<file path="src/fwsts_pkg.sv">
`timescale 1ns / 1ps
`default_nettype none

package fwsts_pkg;

   localparam int DEPTH = 16;
   localparam int IDX_W = $clog2(DEPTH);
   localparam int CNT_W = $clog2(DEPTH + 1);

   localparam int ID_W = 16;
   localparam int TIME_W = 16;
   localparam int QUERY_W = 20;
   localparam int OP_W = 2;
   localparam int STATUS_W = 2;

   // The running sum must hold every stored time plus one bit over the query range.
   localparam int SUM_W = (TIME_W + CNT_W > QUERY_W + 1) ? TIME_W + CNT_W : QUERY_W + 1;

   localparam int REQ_FIELDS_W = ID_W + TIME_W + QUERY_W;
   localparam int REQ_TDATA_W = ((REQ_FIELDS_W + 7) / 8) * 8;
   localparam int RSP_FIELDS_W = ID_W + TIME_W + 1;
   localparam int RSP_TDATA_W = ((RSP_FIELDS_W + 7) / 8) * 8;

   typedef enum logic [OP_W-1:0] {
      OP_ENQUEUE = 2'd0,
      OP_DEQUEUE = 2'd1,
      OP_PEEK    = 2'd2,
      OP_FIND    = 2'd3
   } op_type;

   typedef enum logic [STATUS_W-1:0] {
      ST_OK        = 2'd0,
      ST_EMPTY     = 2'd1,
      ST_FULL      = 2'd2,
      ST_NOT_FOUND = 2'd3
   } status_type;

   // Where the result payload comes from when the result is captured.
   typedef enum logic [1:0] {
      RES_CODE,
      RES_PEEK,
      RES_HIT
   } res_kind_type;

   typedef struct packed {
      logic         latch;
      logic         do_enq;
      logic         do_deq;
      logic         walk_start;
      logic         walk_step;
      logic         res_we;
      res_kind_type res_kind;
      status_type   res_status;
      logic         out_load;
   } dp_cmd_type;

   typedef struct packed {
      op_type op;
      logic   empty;
      logic   full;
      logic   hit;
      logic   last;
   } dp_stat_type;

   function automatic logic [IDX_W-1:0] next_slot(input logic [IDX_W-1:0] slot);
      logic [IDX_W-1:0] nxt;
      if (slot == IDX_W'(DEPTH - 1)) begin
         nxt = '0;
      end else begin
         nxt = slot + 1'b1;
      end
      return nxt;
   endfunction

endpackage

`default_nettype wire

</file>
<file path="src/fwsts_dp.sv">
`timescale 1ns / 1ps
`default_nettype none

module fwsts_dp (
   input  wire logic                                clock,
   input  wire logic                                reset,
   input  wire fwsts_pkg::dp_cmd_type               cmd,
   output fwsts_pkg::dp_stat_type                   stat,
   input  wire logic [fwsts_pkg::REQ_TDATA_W-1:0]   req_tdata,
   input  wire logic [fwsts_pkg::OP_W-1:0]          req_tuser,
   output logic [fwsts_pkg::RSP_TDATA_W-1:0]        rsp_tdata,
   output logic [fwsts_pkg::STATUS_W-1:0]           rsp_tuser
);

   logic [fwsts_pkg::ID_W-1:0]   id_mem [fwsts_pkg::DEPTH];
   logic [fwsts_pkg::TIME_W-1:0] time_mem [fwsts_pkg::DEPTH];

   fwsts_pkg::op_type              op_ff;
   logic [fwsts_pkg::ID_W-1:0]     new_id_ff;
   logic [fwsts_pkg::TIME_W-1:0]   new_time_ff;
   logic [fwsts_pkg::QUERY_W-1:0]  query_ff;

   logic [fwsts_pkg::IDX_W-1:0]    head_ff, head_in;
   logic [fwsts_pkg::IDX_W-1:0]    tail_ff, tail_in;
   logic [fwsts_pkg::CNT_W-1:0]    count_ff, count_in;

   logic [fwsts_pkg::IDX_W-1:0]    walk_slot_ff, walk_slot_in;
   logic [fwsts_pkg::CNT_W-1:0]    seen_ff, seen_in;
   logic [fwsts_pkg::SUM_W-1:0]    sum_ff, sum_in;
   logic [fwsts_pkg::SUM_W-1:0]    sum_next;

   logic [fwsts_pkg::IDX_W-1:0]    rd_addr;
   logic [fwsts_pkg::ID_W-1:0]     rd_id_ff;
   logic [fwsts_pkg::TIME_W-1:0]   rd_time_ff;

   fwsts_pkg::status_type          res_status_ff;
   logic [fwsts_pkg::ID_W-1:0]     res_id_ff;
   logic [fwsts_pkg::TIME_W-1:0]   res_time_ff;

   fwsts_pkg::status_type          out_status_ff;
   logic [fwsts_pkg::ID_W-1:0]     out_id_ff;
   logic [fwsts_pkg::TIME_W-1:0]   out_time_ff;
   logic                           out_empty_ff;

   // Request fields.
   always_ff @(posedge clock) begin
      if (cmd.latch) begin
         op_ff       <= fwsts_pkg::op_type'(req_tuser);
         new_id_ff   <= req_tdata[fwsts_pkg::ID_W-1:0];
         new_time_ff <= req_tdata[fwsts_pkg::ID_W +: fwsts_pkg::TIME_W];
         query_ff    <= req_tdata[fwsts_pkg::ID_W + fwsts_pkg::TIME_W +: fwsts_pkg::QUERY_W];
      end
   end

   // Queue pointers and fill count.
   always_comb begin
      head_in  = head_ff;
      tail_in  = tail_ff;
      count_in = count_ff;
      if (cmd.do_enq) begin
         tail_in  = fwsts_pkg::next_slot(tail_ff);
         count_in = count_ff + 1'b1;
      end
      if (cmd.do_deq) begin
         head_in  = fwsts_pkg::next_slot(head_ff);
         count_in = count_ff - 1'b1;
      end
   end

   always_ff @(posedge clock) begin
      if (reset) begin
         head_ff  <= '0;
         tail_ff  <= '0;
         count_ff <= '0;
      end else begin
         head_ff  <= head_in;
         tail_ff  <= tail_in;
         count_ff <= count_in;
      end
   end

   // While walking, the word being examined is at walk_slot_ff and the next one is fetched.
   assign rd_addr = cmd.walk_step ? fwsts_pkg::next_slot(walk_slot_ff) : head_ff;

   always_ff @(posedge clock) begin
      if (cmd.do_enq) begin
         id_mem[tail_ff]   <= new_id_ff;
         time_mem[tail_ff] <= new_time_ff;
      end
      rd_id_ff   <= id_mem[rd_addr];
      rd_time_ff <= time_mem[rd_addr];
   end

   // Search walk.
   assign sum_next = sum_ff + fwsts_pkg::SUM_W'(rd_time_ff);

   always_comb begin
      walk_slot_in = walk_slot_ff;
      seen_in      = seen_ff;
      sum_in       = sum_ff;
      if (cmd.walk_start) begin
         walk_slot_in = head_ff;
         seen_in      = '0;
         sum_in       = '0;
      end else if (cmd.walk_step) begin
         walk_slot_in = fwsts_pkg::next_slot(walk_slot_ff);
         seen_in      = seen_ff + 1'b1;
         sum_in       = sum_next;
      end
   end

   always_ff @(posedge clock) begin
      walk_slot_ff <= walk_slot_in;
      seen_ff      <= seen_in;
      sum_ff       <= sum_in;
   end

   always_comb begin
      stat.op    = op_ff;
      stat.empty = (count_ff == '0);
      stat.full  = (count_ff == fwsts_pkg::CNT_W'(fwsts_pkg::DEPTH));
      stat.hit   = (sum_next > fwsts_pkg::SUM_W'(query_ff));
      stat.last  = ((seen_ff + 1'b1) == count_ff);
   end

   // Result staging and output word.
   always_ff @(posedge clock) begin
      if (cmd.res_we) begin
         res_status_ff <= cmd.res_status;
         res_id_ff     <= (cmd.res_kind == fwsts_pkg::RES_PEEK ||
                           cmd.res_kind == fwsts_pkg::RES_HIT) ? rd_id_ff : '0;
         res_time_ff   <= (cmd.res_kind == fwsts_pkg::RES_PEEK) ? rd_time_ff : '0;
      end
      if (cmd.out_load) begin
         out_status_ff <= res_status_ff;
         out_id_ff     <= res_id_ff;
         out_time_ff   <= res_time_ff;
         out_empty_ff  <= (count_ff == '0);
      end
   end

   assign rsp_tuser = out_status_ff;
   assign rsp_tdata = {{(fwsts_pkg::RSP_TDATA_W - fwsts_pkg::RSP_FIELDS_W){1'b0}},
                       out_empty_ff, out_time_ff, out_id_ff};

   a_count_range: assert property (@(posedge clock) disable iff (reset)
      count_ff <= fwsts_pkg::CNT_W'(fwsts_pkg::DEPTH))
      else $error("fill count above depth");

   a_enq_not_full: assert property (@(posedge clock) disable iff (reset)
      cmd.do_enq |-> count_ff != fwsts_pkg::CNT_W'(fwsts_pkg::DEPTH))
      else $error("write into a full queue");

   a_deq_not_empty: assert property (@(posedge clock) disable iff (reset)
      cmd.do_deq |-> count_ff != '0)
      else $error("removal from an empty queue");

   a_walk_bounded: assert property (@(posedge clock) disable iff (reset)
      cmd.walk_step |-> seen_ff < count_ff)
      else $error("search walked past the stored entries");

endmodule

`default_nettype wire

</file>
<file path="src/fwsts_ctrl.sv">
`timescale 1ns / 1ps
`default_nettype none

module fwsts_ctrl (
   input  wire logic                    clock,
   input  wire logic                    reset,
   input  wire logic                    req_tvalid,
   output logic                         req_tready,
   output logic                         rsp_tvalid,
   input  wire logic                    rsp_tready,
   input  wire fwsts_pkg::dp_stat_type  stat,
   output fwsts_pkg::dp_cmd_type        cmd
);

   typedef enum logic [2:0] {
      S_IDLE,
      S_EXEC,
      S_PEEK,
      S_WALK,
      S_DONE
   } state_type;

   state_type state_ff, state_in;
   logic      rsp_valid_ff, rsp_valid_in;

   always_comb begin
      state_in = state_ff;
      cmd      = '0;
      cmd.res_kind   = fwsts_pkg::RES_CODE;
      cmd.res_status = fwsts_pkg::ST_OK;

      case (state_ff)
         S_IDLE: begin
            if (req_tvalid) begin
               cmd.latch = 1'b1;
               state_in  = S_EXEC;
            end
         end
         S_EXEC: begin
            case (stat.op)
               fwsts_pkg::OP_ENQUEUE: begin
                  cmd.res_we = 1'b1;
                  if (stat.full) begin
                     cmd.res_status = fwsts_pkg::ST_FULL;
                  end else begin
                     cmd.do_enq = 1'b1;
                  end
                  state_in = S_DONE;
               end
               fwsts_pkg::OP_DEQUEUE: begin
                  cmd.res_we = 1'b1;
                  if (stat.empty) begin
                     cmd.res_status = fwsts_pkg::ST_EMPTY;
                  end else begin
                     cmd.do_deq = 1'b1;
                  end
                  state_in = S_DONE;
               end
               fwsts_pkg::OP_PEEK: begin
                  if (stat.empty) begin
                     cmd.res_we     = 1'b1;
                     cmd.res_status = fwsts_pkg::ST_EMPTY;
                     state_in       = S_DONE;
                  end else begin
                     // The head entry is fetched on this edge by the datapath read port.
                     state_in = S_PEEK;
                  end
               end
               fwsts_pkg::OP_FIND: begin
                  if (stat.empty) begin
                     cmd.res_we     = 1'b1;
                     cmd.res_status = fwsts_pkg::ST_NOT_FOUND;
                     state_in       = S_DONE;
                  end else begin
                     cmd.walk_start = 1'b1;
                     state_in       = S_WALK;
                  end
               end
               default: begin
                  state_in = S_IDLE;
               end
            endcase
         end
         S_PEEK: begin
            cmd.res_we   = 1'b1;
            cmd.res_kind = fwsts_pkg::RES_PEEK;
            state_in     = S_DONE;
         end
         S_WALK: begin
            cmd.walk_step = 1'b1;
            if (stat.hit) begin
               cmd.res_we   = 1'b1;
               cmd.res_kind = fwsts_pkg::RES_HIT;
               state_in     = S_DONE;
            end else if (stat.last) begin
               cmd.res_we     = 1'b1;
               cmd.res_status = fwsts_pkg::ST_NOT_FOUND;
               state_in       = S_DONE;
            end
         end
         S_DONE: begin
            // Wait until the output register is free or is being emptied this cycle.
            if (!rsp_valid_ff || rsp_tready) begin
               cmd.out_load = 1'b1;
               state_in     = S_IDLE;
            end
         end
         default: begin
            state_in = S_IDLE;
         end
      endcase

      if (cmd.out_load) begin
         rsp_valid_in = 1'b1;
      end else if (rsp_tready) begin
         rsp_valid_in = 1'b0;
      end else begin
         rsp_valid_in = rsp_valid_ff;
      end
   end

   always_ff @(posedge clock) begin
      if (reset) begin
         state_ff     <= S_IDLE;
         rsp_valid_ff <= 1'b0;
      end else begin
         state_ff     <= state_in;
         rsp_valid_ff <= rsp_valid_in;
      end
   end

   assign req_tready = (state_ff == S_IDLE);
   assign rsp_tvalid = rsp_valid_ff;

   a_load_free: assert property (@(posedge clock) disable iff (reset)
      cmd.out_load |-> (!rsp_valid_ff || rsp_tready))
      else $error("result overwrote an unread word");

   a_walk_nonempty: assert property (@(posedge clock) disable iff (reset)
      state_ff == S_WALK |-> !stat.empty)
      else $error("search running on an empty queue");

   a_one_result: assert property (@(posedge clock) disable iff (reset)
      cmd.out_load |=> state_ff == S_IDLE && rsp_valid_ff)
      else $error("result load did not complete");

endmodule

`default_nettype wire

</file>
<file path="src/fifo_with_service_time_search.sv">
`timescale 1ns / 1ps
`default_nettype none

// Channel  Dir  Handshake              tdata (low bit up)                     tuser
// req      in   req_tvalid/req_tready  item_id, service_time, query_time, pad  opcode
// rsp      out  rsp_tvalid/rsp_tready  found_id, found_time, is_empty, pad    status
//
// Each word passes through idle, execute and done before the next is accepted; peek on a
// non-empty queue adds the peek state, and find on a non-empty queue adds a walk that visits
// n entries, where n is the number of entries visited (at most DEPTH).
// The single registered read port of the entry store sets the find rate: one entry per cycle.
// Reset is synchronous and empties the queue; the entry store itself is not cleared.
// A waiting result does not block acceptance; a stalled result holds the next one back.

module fifo_with_service_time_search (
   input  wire logic                                clock,
   input  wire logic                                reset,
   input  wire logic                                req_tvalid,
   output logic                                     req_tready,
   // item_id [15:0], service_time [31:16], query_time [51:32], zero [55:52]
   input  wire logic [fwsts_pkg::REQ_TDATA_W-1:0]   req_tdata,
   // opcode [1:0]
   input  wire logic [fwsts_pkg::OP_W-1:0]          req_tuser,
   output logic                                     rsp_tvalid,
   input  wire logic                                rsp_tready,
   // found_id [15:0], found_time [31:16], is_empty [32], zero [39:33]
   output logic [fwsts_pkg::RSP_TDATA_W-1:0]        rsp_tdata,
   // status [1:0]
   output logic [fwsts_pkg::STATUS_W-1:0]           rsp_tuser
);

   fwsts_pkg::dp_cmd_type  cmd;
   fwsts_pkg::dp_stat_type stat;

   fwsts_ctrl u_ctrl (
      .clock      (clock),
      .reset      (reset),
      .req_tvalid (req_tvalid),
      .req_tready (req_tready),
      .rsp_tvalid (rsp_tvalid),
      .rsp_tready (rsp_tready),
      .stat       (stat),
      .cmd        (cmd)
   );

   fwsts_dp u_dp (
      .clock     (clock),
      .reset     (reset),
      .cmd       (cmd),
      .stat      (stat),
      .req_tdata (req_tdata),
      .req_tuser (req_tuser),
      .rsp_tdata (rsp_tdata),
      .rsp_tuser (rsp_tuser)
   );

endmodule

`default_nettype wire
</file>
<file path="config.mk">
export PLATFORM = sky130hd
export DESIGN_NAME = fifo_with_service_time_search
export DESIGN_NICKNAME = d
export VERILOG_FILES = /design/src/fwsts_pkg.sv /design/src/fwsts_dp.sv /design/src/fwsts_ctrl.sv /design/src/fifo_with_service_time_search.sv
export SDC_FILE = /design/constraint.sdc
export NUM_CORES = 1
export LEC_CHECK = 0
export BUFFER_PORTS_ARGS = -buffer_cell sky130_fd_sc_hd__buf_2
export CORE_ASPECT_RATIO = 0.8
export CORE_UTILIZATION = 45
export DETAILED_ROUTE_END_ITERATION = 10
export MAX_ROUTING_LAYER = met4
export PLACE_DENSITY = 0.67
export SLEW_MARGIN = 20
export SYNTH_ARGS = -nofsm -noshare
export SYNTH_HDL_FRONTEND = slang
export SYNTH_SLANG_ARGS = --single-unit
</file>
<file path="constraint.sdc">
create_clock -name clock -period 8.84 [get_ports clock]
set_clock_uncertainty 0.1 [all_clocks]
set_input_delay 0.442 -clock clock [delete_from_list [all_inputs] [get_ports clock]]
set_output_delay 0.442 -clock clock [all_outputs]
set_load 0.05 [all_outputs]
</file>
**Word-level counts from Yosys, hierarchy flattened**

Memory sizes are Yosys's and may differ from the RTL's. A register that Yosys moved wholly into a read port is not among the register bits.
Index checks and enable logic that the tools add are counted.
W data, S select, Z words.

- Register bits after elaboration: 170
- Memory bits (writable): 512
- Input port bits: 62
- Memories kept: 2

- Add/subtract/negate cells: 7
- Magnitude comparators: 1
- Eq/ne operators: 17
- Muxes and demuxes: 45
- Reduce and logical (&&, ||, !) cells: 13

Memories:

| name | words | width | read ports | clocked after Yosys merged registers in | wr ports | line | RTL |
|---|---|---|---|---|---|---|---|
| u_dp.id_mem | 16 | 16 | 1 | 1 | 1 | fwsts_dp.sv:15 | `logic [fwsts_pkg::ID_W-1:0] id_mem [fwsts_pkg::DEPTH];` |
| u_dp.time_mem | 16 | 16 | 1 | 1 | 1 | fwsts_dp.sv:16 | `logic [fwsts_pkg::TIME_W-1:0] time_mem [fwsts_pkg::DEPTH];` |

Operators by type and width:

| kind | number |
|---|---|
| $mux W4 | 6 |
| $add A21 B16 Y21 | 1 |
| $gt A21 B20 Y1 | 1 |
| $mux W3 | 7 |
| $mux W1 | 18 |
| $pmux W3 S5 | 1 |
| $add A4 B1 Y4 const B | 3 |
| $eq A4 B4 Y1 const B | 3 |
| $add A5 B1 Y5 const B | 2 |
| $mux W2 | 5 |
| $mux W5 | 2 |
| $pmux W3 S3 | 1 |
| $pmux W2 S2 | 2 |
| $eq A2 B2 Y1 const B | 3 |
| $eq A3 B2 Y1 const B | 2 |
| $pmux W2 S3 | 1 |
| $reduce_bool A2 Y1 | 3 |
| $reduce_or A2 Y1 | 3 |
| $eq A5 B5 Y1 | 1 |
| $eq A5 B5 Y1 const B | 1 |
| $logic_not A5 Y1 | 1 |
| $sub A5 B1 Y5 const B | 1 |
| $eq A2 B1 Y1 const B | 2 |
| $eq A3 B1 Y1 const B | 1 |
| other kinds (11) | 12 |

**Depth between registers and ports, before layout**

Gate-level depths: netlist (run 1).

- Depth in word-level cells: 6
- Mapped depth: 22

**Hierarchy**

Synthesis (run 1) repeated with hierarchy kept, for this count alone.

- Cell total of the unflattened synthesis: 2101
- Area total of the unflattened synthesis: 28227.1 um^2

By module, submodules not included:

| module | times used | cells each | area an instance (um^2) | sequential area each (um^2) |
|---|---|---|---|---|
| fwsts_dp | 1 | 2040 | 27761.6 | 20609.8 |
| fwsts_ctrl | 1 | 61 | 465.4 | 80.1 |

**Least setup slack after synthesis (run 1)**

Ideal clock, no wire load.

- Path type: register to register
- Start point: register u_dp.sum_ff[0] (netlist bit)
- End point: register u_dp.res_id_ff[0] (netlist bit) (enable)
- Library setup time: 0.429 ns
- Arrival time: 4.855 ns
- Data required time: 8.311 ns
- Setup slack: 3.455 ns
- Stages on the path, launching flop included: 20
- Clock period less this slack: 5.385 ns
- Cell sequence: dfxtp_1 -> ha_1 -> inv_1 -> fa_1 -> nor2b_1 -> o2111ai_1 -> a21boi_1 -> o211ai_1 -> a21oi_1 -> nor3_2 -> xnor2_1 -> ha_1 -> nand4_1 -> or3_1 -> nor3_1 -> o21ai_1 -> nand3_1 -> o21ai_1 -> and3_1 -> o21ai_1

RTL lines:

| element | line | RTL |
|---|---|---|
| from (decl) | fwsts_dp.sv:29 | `logic [fwsts_pkg::SUM_W-1:0] sum_ff, sum_in;` |
| from (signal assigned) | fwsts_dp.sv:115 | `sum_ff <= sum_in;` |
| to (signal assigned) | fwsts_dp.sv:130 | `res_id_ff <= (cmd.res_kind == fwsts_pkg::RES_PEEK \|\|` |
| to (decl) | fwsts_dp.sv:37 | `logic [fwsts_pkg::ID_W-1:0] res_id_ff;` |

==> reports/results.txt, run 1 <==
The run finished with clean final reports. The ratio of total power to cell area works out to 216.1 mW/mm^2. Leakage power: 10.93 nW.

The fraction of the mapped netlist area in compound gates is 0.03655, and the internal power of the cells is 5.553 mW. The clock edge transition at the registers on the reported setup and hold paths is 0.06 ns, and the cell total after placement is 2407. The post-synthesis xor/xnor area fraction came out at 0.01037. Area share of the largest cell type after synthesis: 0.6912. The logs give 86310 um for the wire length of the first global-routing pass and 0.06101 mm^2 for the area of the core region. Counting distinct cell types in the post-synthesis netlist gives 65. Synthesis handed over a netlist of 1515 instances.

Counting along the longest clock path gives a buffer depth of 3. Fraction of the cycle the final worst path needs: 0.6415. The finished layout holds 2592 standard cells, fillers aside. The H-tree was split into 3 levels. The clock drives 714 sinks. Averaged over all synthesized cells, the footprint is 18.32 um^2.

The tools report the kind of capture point of the worst setup path as a flop. The final critical-path required period was 5.671 ns; the setup slack of the worst register-to-register path was 3.17 ns. The sequential cell fraction of total power is 0.543.

After detailed placement, the total cell area comes to 0.02934 mm^2. The all-layer global routing usage is 0.1913, and the fraction of layout instances using a drive strength above 1 is 0.2264. The final total negative setup slack was 0 ns; the switching portion of total power was 0.2029. The logs give 0 for the number of DRC violations after detailed routing and 0.7453 for the sequential-to-total area share from yosys stat. For this run, the number of Yosys warnings is 0. Gates resized during post-CTS repair numbered 0. Across the VDD grid, the largest voltage drop is 0.1230 mV. TritonCTS built the clock tree. The worst register-to-register path begins at u_dp.rd_time_ff[0]$_DFF_P_.

Timing would allow up to 0.1763 GHz. The worst hold path cell count is 3. In this run the worst hold path is classified as in2reg. The count of antenna-violating nets left after detailed routing was 0.

Counting flops with a built-in enable in the synthesized netlist gives 639. Among all cell types in the netlist, the one instantiated most often is sky130_fd_sc_hd__edfxtp_1. Sorting the synthesized cells by how often they occur yields sky130_fd_sc_hd__edfxtp_1, sky130_fd_sc_hd__mux4_2, sky130_fd_sc_hd__nand2_1, sky130_fd_sc_hd__dfxtp_1, sky130_fd_sc_hd__nand3_1.

The number of max-cap violations is 0. The pin count of the biggest net entering global routing is 65. From left edge to right edge, the die measures 279.7 um. The utilization after layout was 0.5283; the count of antenna diodes in the layout was 0. The total overflow left after global routing is 0.

The area fraction in and, or, nand and nor cells after synthesis came out at 0.05674. The net count of the finished layout is 1820. The share of flip-flops with an asynchronous set or reset after synthesis was 0; the via count of the first global-routing pass was 14134. The endpoint of the worst register-to-register path is u_dp.res_id_ff[3]$_SDFFCE_PN0P_.

The transition time of the tightest slew-check pin was 0.9863 ns. Main combinational cell family by area after synthesis: multiplexers. In this run the worst path has a maximum fanout of 18.

For the worst-skew pair, the clock arrives at the later sink with an insertion delay of 0.61 ns. The initial standard-cell utilization of the core came out at 0.4550. The HPWL after detailed placement is 30880 um. The floorplan has 81 rows.

For the worst setup path, the data arrival time is 5.84 ns. The tools report the combined area of all synthesized cells as 0.02776 mm^2. Dividing the detail-routed wire length by the instance count gives 21.98 um. The first detailed-routing pass ran for 5 iterations. Number of hold buffers added after cts: 54. By area the synthesized netlist is led by sky130_fd_sc_hd__edfxtp_1, sky130_fd_sc_hd__mux4_2, sky130_fd_sc_hd__dfxtp_1.

After detailed routing, the number of vias per cell comes to 5.453. The largest total area in the synthesized netlist belongs to sky130_fd_sc_hd__edfxtp_1. For the count of vias placed by the detailed router, the log shows 14135. The total CTS buffers was 71; the power dissipated by switching net loads was 1.413 mW. Input and output buffers added on the ports amount to 94.

The final-report max-slew violation count was 0. At the worst endpoint, the required time is 9.01 ns. The tree is rooted in a sky130_fd_sc_hd__clkbuf_16. Setup repair after global routing left no endpoint under its margin.

Setup violations remaining at the end of the flow were counted as 0. The number of buffers inserted to repair setup after CTS was 0. The class of the most critical setup path is reg2reg. The finished cells cover 0.03223 mm^2.

The detailed-route wire length was 56970 um; the final hold violation count was 0. The hold path startpoint is req_tvalid. The number of cells on the worst reg-to-reg path is 20. The power share of the clock group is 0.433.

The design draws 6.967 mW. The tools report the number of DRC violations after detailed-routing iteration 0 as 1221. STA classifies the critical path startpoint as a flop.

The number of placed I/O pins came out at 106. Relative to the synthesized area, the layout overhead comes to 16.11%. The synthesized design contains 714 register bits. The die covers 0.06270 mm^2. The mux share of post-synthesis cell area was 0.1060; the adder and majority cell fraction of the synthesized area was 0.02488. The routability congestion estimate from global placement came out at 0.8103. The commonest register cell after synthesis was sky130_fd_sc_hd__edfxtp_1.

Endpoint with the worst hold slack: u_ctrl.state_ff[0]$_SDFFE_PP0P_. The number of antenna violations at the first check in global routing came out at 0. The die is 224.2 um tall. The logs give 0.3406 for the relative max-transition margin and 0.024 for the combinational power share.
critical path, stage by stage (launching register included):
cell and delay [ns]:
sky130_fd_sc_hd__dfxtp_1 0.33, sky130_fd_sc_hd__ha_1 0.21, sky130_fd_sc_hd__inv_1 0.07, sky130_fd_sc_hd__fa_1 0.41, sky130_fd_sc_hd__nor2b_1 0.18, sky130_fd_sc_hd__o2111ai_1 0.17
sky130_fd_sc_hd__a21boi_1 0.26, sky130_fd_sc_hd__o211ai_1 0.19, sky130_fd_sc_hd__a21oi_1 0.24, sky130_fd_sc_hd__nor3_2 0.11, sky130_fd_sc_hd__xnor2_1 0.15, sky130_fd_sc_hd__ha_1 0.34
sky130_fd_sc_hd__nand4_1 0.13, sky130_fd_sc_hd__or3_1 0.41, sky130_fd_sc_hd__nor3_1 0.42, sky130_fd_sc_hd__o21ai_1 0.13, sky130_fd_sc_hd__nand3_1 0.10, sky130_fd_sc_hd__o21ai_1 0.14
sky130_fd_sc_hd__and3_1 0.23, sky130_fd_sc_hd__o21ai_4 0.52, sky130_fd_sc_hd__buf_4 0.43
flip-flops by register name (all words and copies together) (netlist names), 20 cells and up:
| signal | count |
|---|---|
| u_dp.time_mem | 256 |
| u_dp.id_mem | 256 |
| u_dp.query_ff | 20 |
| u_dp.sum_ff | 21 |
per-stage QoR:
step	hold WS (ns)	setup slack (ns)
after floorplan	0.3003	3.455
after global placement	0.3014	3.301
after detailed placement	0.3045	3.197
after CTS	0.05590	3.169
after global routing	0.1128	2.786
final	0.08767	3.169
power groups by stage:
stage               Sequential [mW]  Clock [mW]  Combinational [mW]
finish                         3.78        3.01               0.168
global route                   3.79        3.20               0.185
CTS                            3.78        3.07               0.171
detailed placement             3.86           0               0.152
global placement               3.85           0               0.149
floorplan                      3.85           0              0.0860
final cells by class:
cell class / instances / area (um^2)
clock inverter: 35 / 380.4
timing repair buffer: 179 / 1244
inverter: 43 / 161.4
clock buffer: 96 / 1973
tap: 830 / 1039
fill: 4800 / 28780
sequential: 714 / 20690
multi-input combinational: 695 / 6746
cells in the final DEF (no fill, tap or decap), types with 40 or more instances in the layout:
master                          instances
sky130_fd_sc_hd__nor2_1                40
sky130_fd_sc_hd__nand3_1               58
sky130_fd_sc_hd__clkbuf_16             73
sky130_fd_sc_hd__inv_1                 40
sky130_fd_sc_hd__nand2_1               90
sky130_fd_sc_hd__edfxtp_1             639
sky130_fd_sc_hd__buf_2                 94
sky130_fd_sc_hd__dfxtp_1               75
sky130_fd_sc_hd__ha_1                  52
sky130_fd_sc_hd__dlygate4sd3_1         54
sky130_fd_sc_hd__mux4_2               128
worst max path at each step:
stage | startpoint | to | slack, ns | cells after the start
after floorplan | u_dp.sum_ff[0]$_SDFFE_PP0P_ | u_dp.res_id_ff[0]$_SDFFCE_PN0P_ | 3.46 | 19
after global placement | u_dp.sum_ff[0]$_SDFFE_PP0P_ | u_dp.res_id_ff[0]$_SDFFCE_PN0P_ | 3.30 | 20
after detailed placement | u_dp.sum_ff[0]$_SDFFE_PP0P_ | u_dp.res_id_ff[0]$_SDFFCE_PN0P_ | 3.20 | 20
after CTS | u_dp.sum_ff[0]$_SDFFE_PP0P_ | u_dp.res_id_ff[11]$_SDFFCE_PN0P_ | 3.17 | 20
after global routing | u_dp.sum_ff[0]$_SDFFE_PP0P_ | u_dp.res_id_ff[3]$_SDFFCE_PN0P_ | 2.79 | 20
final | u_dp.rd_time_ff[0]$_DFF_P_ | u_dp.res_id_ff[3]$_SDFFCE_PN0P_ | 3.17 | 20
layer usage:
metal / part of all wire / vias to the layer above / GRT usage
li1: - / 6331 / -
met1: 0.46 / 7327 / 0.2709
met2: 0.47 / 392 / 0.2891
met3: 0.055 / 85 / 0.03317
met4: 0.020 / 0 / 0.04848
met5: 0 / - / -
cell families after synthesis:
group | Yosys count
and+or+nand+nor | 316
xor gates and xnor gates | 32
AOI/OAI and AO/OA | 152
other | 1
muxes | 134
adders and majority gates | 54
buffers and inverters | 112
DFF | 714
Power figures use the tool's default switching activity.
==> run 2, diff against run 1 <==
clock period = 5.3 ns   (was 8.84 ns; I/O delays follow)
==> run 2 against run 1 <==
Effect of this change:
- first-iteration DRC count increased by 1.6%
- total power increased by 68%
- combinational power increased by 70%
- count of clock-buffer cells in the layout decreased by 5
- maximum frequency increased by 16%
- final cell count increased by 0.15%
- flip-flop and latch count unchanged
==> reports/results.txt, run 2 (synthesis results as in run 1) <==
Ratio of total power to cell area: 361.1 mW/mm^2 (+67%). The routability congestion estimate from global placement came out at 0.8042 (-0.75%). The detailed-route wire length was 58980 um (+3.5%). The worst hold path cell count was 5 (+2); the count of antenna diodes in the layout was 0 (unchanged).

The tools report the utilization after layout as 0.5304 (+0.002072). The number of antenna violations at the first check in global routing was 0 (unchanged); the fill cell total of the finished layout was 4827 (+0.56%). The run gives 10.95 nW (+0.22%) as the leakage power. Setup repair after global routing left no endpoint under its margin.

The number of placed I/O pins is 106 (unchanged), and the count of vias placed by the detailed router is 14330 (+1.4%). STA classifies the critical path endpoint as a flop. The logs give 1241 (+1.6%) for the number of DRC violations after detailed-routing iteration 0 and 0.1358 ns (-3.061 ns) for the setup slack at placement. The endpoint with the worst hold slack was u_ctrl.state_ff[2]$_SDFFE_PP0P_.

The count of buffers inserted at the top-level ports works out to 94 (unchanged). The via count of the first global-routing pass is 14391 (+1.8%), and the worst hold margin is 0.07627 ns (-0.01140 ns). The largest registers in the layout are u_dp.id_mem (256), u_dp.time_mem (256), u_dp.sum_ff (21). The tools report the number of nets in the finished design as 1823 (+0.16%).

The overall die height was 224.2 um (unchanged). The endpoint of the worst register-to-register path was u_dp.res_id_ff[5]$_SDFFCE_PN0P_. The logs give 0.4015 ns (-2.767 ns) for the post-layout worst setup margin and 81 (unchanged) for the number of core rows.

The run gives 0 (unchanged) as the count of antenna-violating nets left after detailed routing. The clock net sink count was 714 (unchanged). The top cell types in the final layout, fill and taps aside, are sky130_fd_sc_hd__edfxtp_1, sky130_fd_sc_hd__mux4_2, sky130_fd_sc_hd__buf_2. The fmax was 0.2041 GHz (+16%); the required time at the worst-slack endpoint was 5.56 ns (-3.45 ns). The number of cells on the worst reg-to-reg path works out to 22 (+10%).

The maximum VDD drop was 0.1930 mV (+57%); the largest fanout of any net on the critical path was 16 (-2). The final-report max-slew violation count is 0 (unchanged). The all-layer global routing usage is 0.1965 (+0.005139). In this run the most critical hold path is launched from rsp_tready.

Detail-routed net length per standard cell: 22.72 um (+3.4%). The number of max-cap violations came out at 0 (unchanged). The maximum level of the CTS H-tree was 3 (unchanged); the fraction of layout instances using a drive strength above 1 was 0.2271 (+0.0006196).

The final total negative setup slack is 0 ns (unchanged), and the wire length of the first global-routing pass is 88250 um (+2.2%). The pin count of the biggest net entering global routing came out at 129 (+98%). Class of the most critical setup path: reg2reg.

Transition time of the tightest slew-check pin: 1.080 ns (+0.09387 ns). The setup slack of the worst register-to-register path is 0.40 ns (-2.77 ns). The maximum buffer depth of the clock tree was 3 (unchanged). The initial standard-cell utilization of the core is 0.4550 (unchanged). The fraction of the cycle the final worst path needs was 0.9242 (+0.2827); the full die area was 0.06270 mm^2 (unchanged).

The number of buffers inserted to repair setup after CTS came out at 0 (unchanged). The total half-perimeter wirelength after legalization and detailed placement came out at 31690 um (+2.6%). The cell sitting at the root of the clock tree is a sky130_fd_sc_hd__clkbuf_16.

The horizontal die dimension was 279.7 um (unchanged). The logs give 0 (unchanged) for the final hold violation count and 0 (unchanged) for the leftover overflow at the end of global routing. The path type of the worst min-delay path is in2reg. The number of DRC violations after detailed routing came out at 0 (unchanged).

The run gives 72 (+1.4%) as the total CTS buffers. The final count of negative-setup-slack endpoints was 0 (unchanged). The mean number of vias per cell is 5.520 (+1.2%), and the final critical-path required period is 4.898 ns (-0.7728 ns). The data arrival time of the critical path was 5.16 ns (-0.68 ns).

The run finished with clean final reports. The tools report the area of the core region as 0.06101 mm^2 (unchanged). TritonCTS built the clock tree. The number of iterations in the first detailed-routing pass came out at 6 (+1).

The tools report the clock latency reported for the late side of the worst-skew pair as 0.62 ns (about the same). The startpoint of the worst register-to-register path was u_dp.rd_time_ff[0]$_DFF_P_. Leaving out fill and tap cells, the most frequent cell in the layout is sky130_fd_sc_hd__edfxtp_1. Compared with the post-synthesis result, the final layout area differs by 16.56%.

The kind of launch point of the worst setup path is a flop. The relative max-transition margin came out at 0.2782 (-0.06245). The clock edge transition at the registers on the reported setup and hold paths came out at 0.06 ns (about the same).
[run 2: cell count changes in the layout (fill, tap and decap cells not counted), moves of 4 or more]
| cell | before | now |
|---|---|---|
| sky130_fd_sc_hd__buf_4 | 31 | 25 |
| sky130_fd_sc_hd__buf_12 | 0 | 5 |
| sky130_fd_sc_hd__clkinv_1 | 8 | 13 |
| sky130_fd_sc_hd__clkbuf_8 | 6 | 2 |
| sky130_fd_sc_hd__clkinvlp_4 | 1 | 5 |
[run 2: layer usage]
layer  global-route usage  wire length (um)  up-vias  part of all wire
met3              0.03922              3804       80             0.064
li1                     -                 -     6335                 -
met4              0.05200              1209        0             0.020
met2               0.3021             28100      470              0.48
met5                    -                 0        -                 0
met1               0.2690             25870     7445              0.44
[run 2: worst max-delay path by stage]
stage	startpoint	to	slack, ns	cells after the start
2_1_floorplan	u_dp.sum_ff[0]$_SDFFE_PP0P_	u_dp.res_id_ff[0]$_SDFFCE_PN0P_	0.56	19
3_3_place_gp	u_dp.sum_ff[0]$_SDFFE_PP0P_	u_dp.res_time_ff[1]$_SDFFCE_PP0P_	0.29	21
3_5_place_dp	u_dp.rd_time_ff[0]$_DFF_P_	u_dp.res_time_ff[0]$_SDFFCE_PP0P_	0.14	20
4_1_cts	u_dp.rd_time_ff[0]$_DFF_P_	u_dp.res_time_ff[0]$_SDFFCE_PP0P_	0.11	20
5_1_grt	u_dp.sum_ff[0]$_SDFFE_PP0P_	u_dp.res_id_ff[7]$_SDFFCE_PN0P_	0.07	22
6_report	u_dp.rd_time_ff[0]$_DFF_P_	u_dp.res_id_ff[5]$_SDFFCE_PN0P_	0.40	22
[run 2: final cells by class]
class | instances | area, um^2 | share of cell area
inverters | 43 | 161.4 | 0.004988
well taps | 830 | 1039 | 0.03209
multi-input cells | 695 | 6768 | 0.2091
clock buffers | 91 | 1936 | 0.05982
repair buffers | 181 | 1329 | 0.04106
clock inverters | 42 | 437.9 | 0.01353
flip-flops and latches | 714 | 20690 | 0.6394
[run 2: timing repair]
action | 4_1_cts | 5_1_grt
hold buffers | 57 | 0
resized for setup | 0 | 5
setup endpoints to repair | 0 | 66
hold endpoints to repair | 69 | 0
[run 2: where the power goes]
part | internal [mW] | leakage [nW] | switching, mW | total [mW]
Clock | 2.95 | 1.15 | 2.13 | 5.09
Combinational | 0.108 | 3.40 | 0.177 | 0.285
Sequential | 6.22 | 6.41 | 0.0870 | 6.31
Total | 9.29 | 11.0 | 2.40 | 11.7
[run 2: per-stage QoR]
step / instance area (um^2) / instances / power, mW
6_report: 32360 / 2596 / 11.69
3_5_place_dp: 29390 / 2406 / 6.686
2_1_floorplan: 27790 / 1521 / 6.566
4_1_cts: 32340 / 2596 / 11.81
3_3_place_gp: 29390 / 2406 / 6.671
5_1_grt: 32360 / 2596 / 12.05
[run 2: worst max-delay path, stage by stage (launching register included)]
cell and delay (ns):
sky130_fd_sc_hd__dfxtp_1 0.34, sky130_fd_sc_hd__ha_1 0.20, sky130_fd_sc_hd__inv_1 0.06, sky130_fd_sc_hd__fa_1 0.41, sky130_fd_sc_hd__nor2b_1 0.20, sky130_fd_sc_hd__o2111ai_1 0.20
sky130_fd_sc_hd__a21boi_2 0.25, sky130_fd_sc_hd__o211ai_1 0.19, sky130_fd_sc_hd__a21oi_2 0.24, sky130_fd_sc_hd__nor3_4 0.08, sky130_fd_sc_hd__xnor2_1 0.15, sky130_fd_sc_hd__ha_1 0.31
sky130_fd_sc_hd__nand4_1 0.11, sky130_fd_sc_hd__or3_1 0.42, sky130_fd_sc_hd__nor3_2 0.27, sky130_fd_sc_hd__o21ai_1 0.11, sky130_fd_sc_hd__nand3_1 0.08, sky130_fd_sc_hd__o21ai_1 0.14
sky130_fd_sc_hd__nand2_1 0.12, sky130_fd_sc_hd__nand2_1 0.07, sky130_fd_sc_hd__ha_2 0.37, sky130_fd_sc_hd__buf_12 0.16, sky130_fd_sc_hd__nor2b_1 0.06
==> run 3, diff against run 2 <==
CORE_UTILIZATION = 50   (was 45)
PLACE_DENSITY = 0.73   (was 0.67)
==> run 3 against run 2 <==
Effect of this change:
- flip-flop and latch count unchanged
- worst setup slack got worse by 0.084 ns
- sequential power about the same
- die area decreased by 9.9%
- final cell count decreased by 3.7%
- first-iteration DRC count increased by 8.6%
- largest power group unchanged
- maximum frequency decreased by 1.7%
- via count decreased by 0.19%
- count of clock-buffer cells in the layout decreased by 3
- critical path depth unchanged
- routed wire length decreased by 1.4%
- non-clock buffer count increased by 1
==> reports/results.txt, run 3 (synthesis results as in run 1) <==
The flow ran to the end, and the final reports show no timing, DRC or antenna violations. The total half-perimeter wirelength after legalization and detailed placement came out at 31400 um (-0.92%). The post-layout worst setup margin came out at 0.3172 ns (-0.08435 ns). The run gives 714 (unchanged) as the clock net sink count. In this run the worst hold path is classified as in2reg. The combinational power share came out at 0.025 (about the same). The setup slack at placement came out at 0.2234 ns (+0.08763 ns). The transition time of the tightest slew-check pin came out at 1.066 ns (-0.01399 ns). The critical path in this run is classified as reg2reg. Mean number of vias per cell: 5.719 (+3.6%). The tools report the number of DRC violations after detailed routing as 0 (unchanged).

The final critical-path required period was 4.983 ns (+0.08435 ns); the largest fanout of any net on the critical path was 16 (unchanged). The run gives 0 (unchanged) as the final-report max-slew violation count. The tools report the clock latency reported for the late side of the worst-skew pair as 0.60 ns (-0.02 ns). Kind of launch point of the worst setup path: a flop. The run gives 0.2875 (+0.009349) as the relative max-transition margin. The maximum level of the CTS H-tree was 3 (unchanged). The library cells used most frequently in the layout, excluding fill and tap cells, are sky130_fd_sc_hd__edfxtp_1, sky130_fd_sc_hd__mux4_2, sky130_fd_sc_hd__buf_2. For the cell area after placement, the log shows 0.02930 mm^2 (-0.34%).

The number of DRC violations after detailed-routing iteration 0 was 1348 (+8.6%); the count of vias placed by the detailed router was 14303 (-0.19%). For the maximum VDD drop, the log shows 0.2335 mV (+21%). Switching portion of total power: 0.1993 (-0.006009). For the utilization after layout, the log shows 0.5939 (+0.06351). The detail-routed net length per standard cell was 23.26 um (+2.4%). The leakage power was 10.96 nW (about the same); the count of antenna diodes in the layout was 0 (unchanged). The overall die height was 212.8 um (-5.1%); the number of nets in the finished design was 1821 (-0.11%).

The tools report the count of antenna-violating nets left after detailed routing as 0 (unchanged). TritonCTS built the clock tree. The number of core rows is 76 (-6.2%). The root buffer cell chosen for the clock tree is sky130_fd_sc_hd__clkbuf_16. Fmax: 0.2007 GHz (-1.7%).

The detailed-route wire length is 58180 um (-1.4%). The area of the core region is 0.05430 mm^2 (-11%). The number of cells on the worst reg-to-reg path came out at 22 (unchanged). The count of buffers inserted at the top-level ports came out at 94 (unchanged). The tools report the power dissipated by switching net loads as 2.327 mW (-3.0%). Number of antenna violations at the first check in global routing: 0 (unchanged). The worst hold path cell count was 2 (-3).

The worst setup path is captured at a flop. The final total negative setup slack is 0 ns (unchanged), and the number of buffers inserted to repair setup after CTS is 0 (unchanged). Setup repair after global routing left no endpoint under its margin.

The power share of the clock group was 0.435 (about the same); the final count of negative-setup-slack endpoints was 0 (unchanged). The data arrival time of the critical path was 5.24 ns (+0.08 ns); the required time at the worst-slack endpoint was 5.56 ns (about the same). The horizontal die dimension was 265.4 um (-5.1%). The all-layer global routing usage was 0.2179 (+0.02147). The number of max-cap violations is 0 (unchanged), and the final hold violation count is 0 (unchanged). For the maximum buffer depth of the clock tree, the log shows 3 (unchanged). For the area of all placed cells without fillers, the log shows 0.03225 mm^2 (-0.35%). The clock edge transition at the registers on the reported setup and hold paths was 0.06 ns (about the same).

Leaving out fill and tap cells, the most frequent cell in the layout is sky130_fd_sc_hd__edfxtp_1. The fraction of the cycle the final worst path needs was 0.9402 (+0.01592). The run gives 0.05647 mm^2 (-9.9%) as the full die area. The leftover overflow at the end of global routing is 0 (unchanged), and the via count of the first global-routing pass is 14690 (+2.1%). The fraction of layout instances using a drive strength above 1 works out to 0.2267 (-0.0003623). The number of iterations in the first detailed-routing pass came out at 6 (unchanged). The internal power of the cells came out at 9.351 mW (+0.68%). The ratio of total power to cell area is 362.1 mW/mm^2 (+0.28%).

The largest registers in the layout are u_dp.id_mem (256), u_dp.time_mem (256), u_dp.sum_ff (21). The signal on the critical path passes through ha_1 -> inv_1 -> fa_1 -> nor2b_1 -> o2111ai_1 -> a21boi_1 -> o211ai_1 -> a21oi_1 -> nor3_2 -> xnor2_1 -> ha_1 -> nand4_1 -> or3_1 -> nor3_2 -> o21ai_1 -> nand3_1 -> o21ai_1 -> nand2_1 -> nand2_1 -> ha_2 -> buf_12 -> nor2b_1. The total CTS buffers was 69 (-4.2%). The maximum cell stage delay along the critical path was 0.42 ns (about the same); the wire length of the first global-routing pass was 87730 um (-0.59%).

From synthesis to final layout, the design area changed by 16.16%. The pin count of the biggest net entering global routing was 129 (unchanged). The tools report the number of placed I/O pins as 106 (unchanged). For this design, the slowest cell found on the critical path is sky130_fd_sc_hd__or3_1.

For the initial standard-cell utilization of the core, the log shows 0.5113 (+0.05626). The routability congestion estimate from global placement is 0.8363 (+4.0%). The sequential cell fraction of total power is 0.540 (about the same).
-- run 3: power by group through the flow --
| stage | clock [mW] | sequential (mW) | combinational [mW] |
|---|---|---|---|
| floorplan | 0 | 6.42 | 0.144 |
| global placement | 0 | 6.42 | 0.246 |
| detailed placement | 0 | 6.43 | 0.252 |
| CTS | 5.16 | 6.31 | 0.287 |
| global route | 5.37 | 6.32 | 0.312 |
| finish | 5.08 | 6.31 | 0.286 |
-- run 3: worst paths after layout --
check	startpoint	to	slack [ns]
setup / recovery	u_dp.sum_ff[0]$_SDFFE_PP0P_	u_dp.res_id_ff[4]$_SDFFCE_PN0P_	0.32
hold reg to reg	u_dp.res_time_ff[12]$_SDFFCE_PP0P_	u_dp.out_time_ff[12]$_DFFE_PP_	0.31
setup reg to reg	u_dp.sum_ff[0]$_SDFFE_PP0P_	u_dp.res_id_ff[4]$_SDFFCE_PN0P_	0.32
hold / removal	req_tdata[28]	u_dp.new_time_ff[12]$_DFFE_PP_	0.27
-- run 3: metal layers --
metal / GRT usage / share of wire / up-vias
met5: - / 0 / -
met4: 0.06538 / 0.023 / 0
met3: 0.04025 / 0.062 / 87
met2: 0.3483 / 0.49 / 502
met1: 0.2878 / 0.43 / 7375
li1: - / - / 6339
-- run 3: per-stage QoR --
step           hold WS, ns  std cells  total power, mW
2_1_floorplan       0.2639       1521            6.566
3_3_place_gp        0.3009       2317            6.666
3_5_place_dp        0.3057       2317            6.683
4_1_cts             0.2332       2501            11.76
5_1_grt             0.2455       2501            12.00
6_report            0.2691       2501            11.68
-- run 3: timing repair --
item	CTS	global route
hold buffers	58	0
hold endpoints to repair	69	0
setup endpoints to repair	0	57
gates resized for setup	0	2
-- run 3: layout make-up --
class / count / area (um^2)
clock inverter: 38 / 440.4
inverter: 43 / 161.4
timing repair buffer: 182 / 1351
sequential: 714 / 20690
multi-input combinational: 695 / 6754
tap: 741 / 927.1
clock buffer: 88 / 1923
fill: 3906 / 22050
-- run 3: critical path, delay by kind of cell, from the launching register on --
family,cells,cell delay (ns)
buffers and inverters,2,0.22
AND/OR/NAND/NOR,9,1.46
flip-flops,1,0.34
adder cells (fa/ha/maj),4,1.28
XOR/XNOR,1,0.14
AO/OA/AOI/OAI,6,1.18
